<file path="src/hw/rtl/som_bmu_pkg.sv">
// Shared types and constants for the self-organizing map best-matching-unit search.
// Holds the request and result structs, code enums and the token passed along the cell row.
// No dependencies.
`timescale 1ns / 1ps
`default_nettype none

package som_bmu_pkg;

    // Field widths fixed by the interface.
    localparam int VAL_W      = 16;
    localparam int ROW_W      = 4;
    localparam int COL_W      = 4;
    localparam int ELEM_W     = 4;
    localparam int DIST_W     = 36;
    localparam int SQ_W       = 32;
    localparam int CFG_W      = 5;
    localparam int CFG_IDX_W  = 8;
    localparam int CFG_DATA_W = 16;

    localparam logic [DIST_W-1:0] DIST_MAX = 36'hF_FFFF_FFFF;

    // Register reset values.
    localparam logic [CFG_W-1:0] ROWS_USED_RST = 5'd16;
    localparam logic [CFG_W-1:0] COLS_USED_RST = 5'd16;
    localparam logic [CFG_W-1:0] VEC_LEN_RST   = 5'd16;

    typedef enum logic [0:0] {
        OP_WRITE = 1'b0,
        OP_QUERY = 1'b1
    } op_t;

    typedef enum logic [CFG_IDX_W-1:0] {
        CFG_METRIC_MODE = 8'd0,
        CFG_ROWS_USED   = 8'd1,
        CFG_COLS_USED   = 8'd2,
        CFG_VEC_LEN     = 8'd3
    } cfg_idx_t;

    typedef enum logic [1:0] {
        S_IDLE,
        S_ISSUE,
        S_DRAIN,
        S_DONE
    } state_t;

    typedef struct packed {
        op_t                      operation;
        logic [ROW_W-1:0]         unit_row;
        logic [COL_W-1:0]         unit_col;
        logic [ELEM_W-1:0]        element_index;
        logic signed [VAL_W-1:0]  value;
        logic                     last;
    } item_t;

    typedef struct packed {
        logic [ROW_W-1:0]  best_row;
        logic [COL_W-1:0]  best_col;
        logic [DIST_W-1:0] best_distance;
    } result_t;

    // Control that travels with each weight element through the cell row.
    typedef struct packed {
        logic vld;
        logic first;
        logic last;
    } cell_tok_t;

endpackage

`default_nettype wire

</file>
<file path="src/hw/rtl/som_bmu_cell.sv">
// One cell of the distance row: squares the difference of a passing weight element and
// the broadcast query element, accumulates one shift's distance and folds it into a running minimum.
// Depends on som_bmu_pkg.
`timescale 1ns / 1ps
`default_nettype none

module som_bmu_cell
    import som_bmu_pkg::*;
#(
    parameter int ACC_W = 37
)
(
    input  wire logic                    clk,
    input  wire logic                    rst_n,
    input  wire logic                    active,
    input  wire cell_tok_t               tok_in,
    input  wire logic signed [VAL_W-1:0] w_in,
    input  wire logic signed [VAL_W-1:0] q_in,
    output cell_tok_t                    tok_out,
    output logic signed [VAL_W-1:0]      w_out,
    input  wire logic [ACC_W-1:0]        min_in,
    input  wire logic                    min_vld_in,
    output logic [ACC_W-1:0]             min_out,
    output logic                         min_vld_out
);

    logic signed [VAL_W:0]     diff;
    logic signed [2*VAL_W+1:0] prod;
    cell_tok_t                 tok_reg;
    logic signed [VAL_W-1:0]   w_reg;
    logic [SQ_W-1:0]           sq_reg;
    logic [ACC_W-1:0]          acc_reg;
    logic                      done_reg;
    logic [ACC_W-1:0]          min_reg;
    logic                      min_vld_reg;

    // The difference fits in 17 bits, so its square fits in 32.
    assign diff = {w_in[VAL_W-1], w_in} - {q_in[VAL_W-1], q_in};
    assign prod = diff * diff;

    // Square stage; the weight moves on to the neighbor.
    always_ff @(posedge clk or negedge rst_n)
    begin
        if (!rst_n)
        begin
            tok_reg <= '0;
        end
        else
        begin
            tok_reg <= tok_in;
        end
    end

    always_ff @(posedge clk)
    begin
        w_reg  <= w_in;
        sq_reg <= prod[SQ_W-1:0];
    end

    // Accumulate one unit's distance for this cell's shift.
    always_ff @(posedge clk or negedge rst_n)
    begin
        if (!rst_n)
        begin
            acc_reg  <= '0;
            done_reg <= 1'b0;
        end
        else
        begin
            if (tok_reg.vld)
            begin
                acc_reg <= (tok_reg.first ? '0 : acc_reg) + ACC_W'(sq_reg);
            end
            done_reg <= tok_reg.vld && tok_reg.last;
        end
    end

    // Running minimum over shifts; an inactive cell only delays it.
    always_ff @(posedge clk or negedge rst_n)
    begin
        if (!rst_n)
        begin
            min_reg     <= '0;
            min_vld_reg <= 1'b0;
        end
        else if (!active)
        begin
            min_reg     <= min_in;
            min_vld_reg <= min_vld_in;
        end
        else if (done_reg)
        begin
            min_reg     <= (min_vld_in && (min_in < acc_reg)) ? min_in : acc_reg;
            min_vld_reg <= 1'b1;
        end
        else
        begin
            min_vld_reg <= 1'b0;
        end
    end

    assign tok_out     = tok_reg;
    assign w_out       = w_reg;
    assign min_out     = min_reg;
    assign min_vld_out = min_vld_reg;

endmodule

`default_nettype wire

</file>
<file path="config.mk">
export PLATFORM = sky130hd
export DESIGN_NAME = som_bmu_cell
export DESIGN_NICKNAME = d
export VERILOG_FILES = /design/src/hw/rtl/som_bmu_pkg.sv /design/src/hw/rtl/som_bmu_cell.sv
export SDC_FILE = /design/constraint.sdc
export NUM_CORES = 1
export LEC_CHECK = 0
export ABC_AREA = 1
export BUFFER_PORTS_ARGS = -buffer_cell sky130_fd_sc_hd__buf_2
export CAP_MARGIN = 5
export CORE_UTILIZATION = 68
export CTS_CLUSTER_SIZE = 24
export DETAILED_ROUTE_END_ITERATION = 8
export PLACE_DENSITY = 0.89
export REMOVE_ABC_BUFFERS = 1
export SLEW_MARGIN = 10
export SYNTH_ARGS = -nofsm -noshare
export SYNTH_HDL_FRONTEND = slang
export SYNTH_SLANG_ARGS = --single-unit
</file>
<file path="constraint.sdc">
create_clock -name clk -period 4.2 [get_ports clk]
set_clock_uncertainty 0.15 [all_clocks]
set_input_delay 0.21 -clock clk [delete_from_list [all_inputs] [get_ports clk]]
set_output_delay 0.21 -clock clk [all_outputs]
set_load 0.02 [all_outputs]
</file>
==> flow_summary_export.csv, run 1 <==
group,metric,value,unit
status,status,"did not finish",
status,stop_stage,"5_1_grt",
status,stop_error,"[ERROR GRT-0116] Global routing finished with congestion. Check the congestion regions in the DRC Viewer.",
cts,htreeDepth,4,
global_route,grt_start_max_net_pins,50,
yosys,ys.flop_type,"dfrtp_1",
yosys,synth_area_leaders,"fa_1 (28%), inv_1 (12%), ha_1 (11%)",
yosys,syn_inst,2362,
yosys,syn_avg_cell_area,7.687,sq um
placement,io_buffers,132,
global_route,grt_pass1_wl,150.3,mm
cts,cts.sinks,126,
yosys,synth_top_area_share,28.45,%
yosys,ys_warn_count,0,
yosys,synth-seq-cells,126,
floorplanning,ios,133,
yosys,ys_types,53,
cts,cts-root-buf,"clkbuf_16",
floorplanning,start_util,69.48,%
cts,clockBufferDepth,2,
floorplanning,die_x,165.4,um
yosys,synth_edf_count,0,
floorplanning,dieHeight,165.4,um
placement,dpl_worst_slack,-3.411,ns
placement,hpwl,45.88,mm
placement,gp_congestion,0.9877,
yosys,yosysTopAreaCell,"fa_1",
yosys,synth-seq-area-share,16.07,%
global_route,global_route.overflow_total,80,
global_route,grt_pass1_vias,24371,
global_route,gr-usage-all-layers,75.69,%
yosys,synthArstFlopShare,62.70,%
yosys,syn_area,18160,sq um
floorplanning,fp-row-count,59,
placement,place_inst,3060,
cts,cts_buffers,17,
-- timing repair --
action / 4_1_cts
endpoints found under the hold margin: 87
pin swaps: 114
gates resized for setup: 242
hold buffers: 57
buffers inserted: 45
endpoints found under the setup margin: 27
-- metrics by stage --
step / area (sq um) / TNS, ns / hold WS, ns / util [%]
after detailed placement: 21180 / -68.34 / 0.02800 / 81.05
after floorplan: 17940 / -54.98 / -0.2356 / -
after global placement: 21180 / -61.00 / 0.02099 / 81.05
after CTS: 23660 / -49.11 / -0.2691 / 90.53
-- cells by family after synthesis --
group           after synthesis  synth area share [%]
flops                       126                 16.07
xor+xnor                     56                 3.135
fa+ha+maj                   420                 39.61
simple gates                909                 21.22
buf+inv                     631                 13.26
compound gates              220                 6.705
-- Yosys cell counts (8+ instances only) --
library cell	count
nand3b_1	8
clkbuf_1	28
xnor2_1	18
dfrtp_1	79
nor2_1	212
fa_1	258
a21oi_1	91
a21o_1	12
dfxtp_1	47
nand3_1	153
nand2_1	460
ha_1	162
inv_2	10
buf_2	12
xor2_1	32
o21ai_0	87
nor3_1	14
nor2_2	11
nand4_1	17
inv_1	570
-- layer usage --
layer / global-route usage, % / overflow
met2: 94.07 / 47
met3: 59.42 / 1
met1: 75.68 / 0
met5: 16.29 / 0
met4: 75.66 / 32
==> run 2: changes to the inputs <==
--- a/config.mk
+++ b/config.mk
@@ -8,10 +8,9 @@
 export ABC_AREA = 1
 export BUFFER_PORTS_ARGS = -buffer_cell sky130_fd_sc_hd__buf_2
 export CAP_MARGIN = 5
-export CORE_UTILIZATION = 68
-export CTS_CLUSTER_SIZE = 24
+export CORE_UTILIZATION = 40
 export DETAILED_ROUTE_END_ITERATION = 8
-export PLACE_DENSITY = 0.89
+export PLACE_DENSITY_LB_ADDON = 0.15
 export REMOVE_ABC_BUFFERS = 1
 export SLEW_MARGIN = 10
 export SYNTH_ARGS = -nofsm -noshare
==> flow_summary_export.csv, run 2 <==
group,metric,value,unit
yosys,syn_inst,2362,
critical_path,regToRegSetupSlack,0.89,ns
timing,finalSetupTns,-44.27,ns
placement,gp_congestion,0.9281,
yosys,synth-seq-area-share,16.07,%
cts,cts.sinks,126,
critical_path,endpoint_kind,"register",
final_layout,layout_commonest_cell,"inv_1",
critical_path,worstPathRequired,4.46,ns
global_route,antenna_found_initial,0,
yosys,syn_area,18160,sq um
yosys,ys_types,53,
yosys,ys.flop_type,"dfrtp_1",
floorplanning,ios,133,
status,failed_checks,"negative setup slack",
yosys,syn_avg_cell_area,7.687,sq um
yosys,synth-seq-cells,126,
final_layout,seq_area,2919,sq um
status,status,"finished with violations",
floorplanning,die_x,215.1,um
critical_path,critPathArrivalTime,6.49,ns
critical_path,cp-start-kind,"input pin",
drt,drt-initial-drc-count,742,
cts,clockBufferDepth,2,
drt,routed_wl,52.60,mm
final_layout,fin_util,55.45,%
critical_path,reg2reg_depth,11,
critical_path,slowest_stage,"fa_1",
placement,dpl_worst_slack,-2.927,ns
placement,hpwl,43.28,mm
floorplanning,core_area,44510,sq um
cts,clock_latency,0.48,ns
timing,post-route-min-period,6.222,ns
final_layout,multiInputGateArea,14260,sq um
cts,cts-root-buf,"clkbuf_16",
timing,hold_viol,0,
cts,clkTransAtPathRegs,0.08,ns
drt,ant_nets,0,
global_route,gr-usage-all-layers,23.67,%
cts,cts_buffers,17,
global_route,grt_pass1_vias,17719,
drt,wire_per_inst,15.24,um
final_layout,area_growth,35.92,%
critical_path,crit_fanout,5,
final_layout,drive_above_1_share,28.23,%
drt,drc,0,
final_layout,n_fill_cell,4180,
drt,viasPerCell,4.730,
yosys,synthArstFlopShare,62.70,%
floorplanning,fp-row-count,77,
yosys,synth_edf_count,0,
cts,cts_tree,"done",
yosys,ys_warn_count,0,
placement,io_buffers,132,
timing,drv_slew,0,
floorplanning,dieHeight,215.1,um
timing,slew_headroom,52.64,%
critical_path,max_stage_delay,0.58,ns
timing,min_period_over_period,148.1,%
floorplanning,start_util,40.79,%
yosys,synth_area_leaders,"fa_1 (28%), inv_1 (12%), ha_1 (11%)",
critical_path,critPathMostFrequentCell,"fa_1",
global_route,global_route.overflow_total,0,
cts,htreeDepth,4,
final_layout,mostFrequentLayoutCells,"inv_1 (517), nand2_1 (410), buf_4 (265)",
yosys,synth_most_common_cell,"inv_1",
run,drv_cap,0,
yosys,synth_top_area_share,28.45,%
hold_path,hold_path_class,"input pin to asynchronous set/reset pin",
timing,layout_setup_ws,-2.022,ns
critical_path,path_class,"input pin to register",
final_layout,n_antenna_cell,0,
drt,drt_first_pass_iters,5,
yosys,ys_top_cells_by_count,"inv_1 (570), nand2_1 (460), fa_1 (258), nor2_1 (212), ha_1 (162)",
global_route,grt_pass1_wl,86.93,mm
timing,worstMarginPinSlew,0.7104,ns
yosys,yosysTopAreaCell,"fa_1",
drt,routed-via-count,16324,
timing,setup_viol,26,
final_layout,nets,3342,
floorplanning,fp.dieArea,46250,sq um
timing,rsz0062_at_grt,"true",
global_route,grt_start_max_net_pins,49,
timing,max_freq,0.1607,GHz
[run 2: critical path, delay by kind of cell]
kind                       cells  cell delay (ns)
AOI/OAI and AO/OA              3             0.42
xor gates and xnor gates       2             0.28
adders and majority gates      9             3.61
buffers and inverters          8             0.86
and+or+nand+nor                9             1.10
[run 2: routing by layer]
layer	track usage, %	share of wire, %
met5	0	0
met3	3.255	2.6
met4	7.352	2.7
met1	27.53	43
met2	44.55	52
[run 2: final cells by class]
class / count / area share, %
Clock inverter: 14 / 0.5323
Clock buffer: 18 / 1.780
Timing Repair Buffer: 513 / 16.13
Inverter: 583 / 8.943
Tap cell: 592 / 3.001
Multi-Input combinational cell: 1605 / 57.78
Sequential cell: 126 / 11.83
[run 2: worst paths after layout]
| path | from | endpoint |
|---|---|---|
| max reg2reg | tok_out[1]$_DFF_PN0_ | acc_reg[36]$_DFFE_PN0P_ |
| min in group clk | w_in[15] | w_out[15]$_DFF_P_ |
| max | w_in[0] | sq_reg[29]$_DFF_P_ |
| max in group asynchronous | rst_n | acc_reg[20]$_DFFE_PN0P_ |
| min | rst_n | min_out[6]$_DFFE_PN0P_ |
| min reg2reg | min_out[32]$_DFFE_PN0P_ | min_out[32]$_DFFE_PN0P_ |
[run 2: kinds of logic (layout without fill, tap and decap cells)]
logic type / count (synthesis) / count (layout) / share of synthesized area [%]
and+or+nand+nor: 909 / 909 / 21.22
adders and majority gates: 420 / 420 / 39.61
buffers and inverters: 631 / 1128 / 13.26
xor gates and xnor gates: 56 / 56 / 3.135
AOI/OAI and AO/OA: 220 / 220 / 6.705
DFF: 126 / 126 / 16.07
[run 2: timing repair]
action                                 CTS  global route
setup endpoints to repair               27            27
setup buffers                           27            18
endpoints found under the hold margin  104             0
pin swaps                              103            95
gates resized for setup                254           155
hold buffers                            58             0
[run 2: stage by stage]
stage	hold WS [ns]	cell area, sq um	instances
floorplan	-0.2356	17940	2314
global placement	0.1437	21560	3323
detailed placement	0.1394	21560	3323
CTS	0.1718	23920	3435
global route	0.2074	24680	3451
finish	0.1606	24680	3451
Power of run 2 is not shown: default switching activity piles up to over one toggle a cycle in this logic, so the estimate is an artifact.
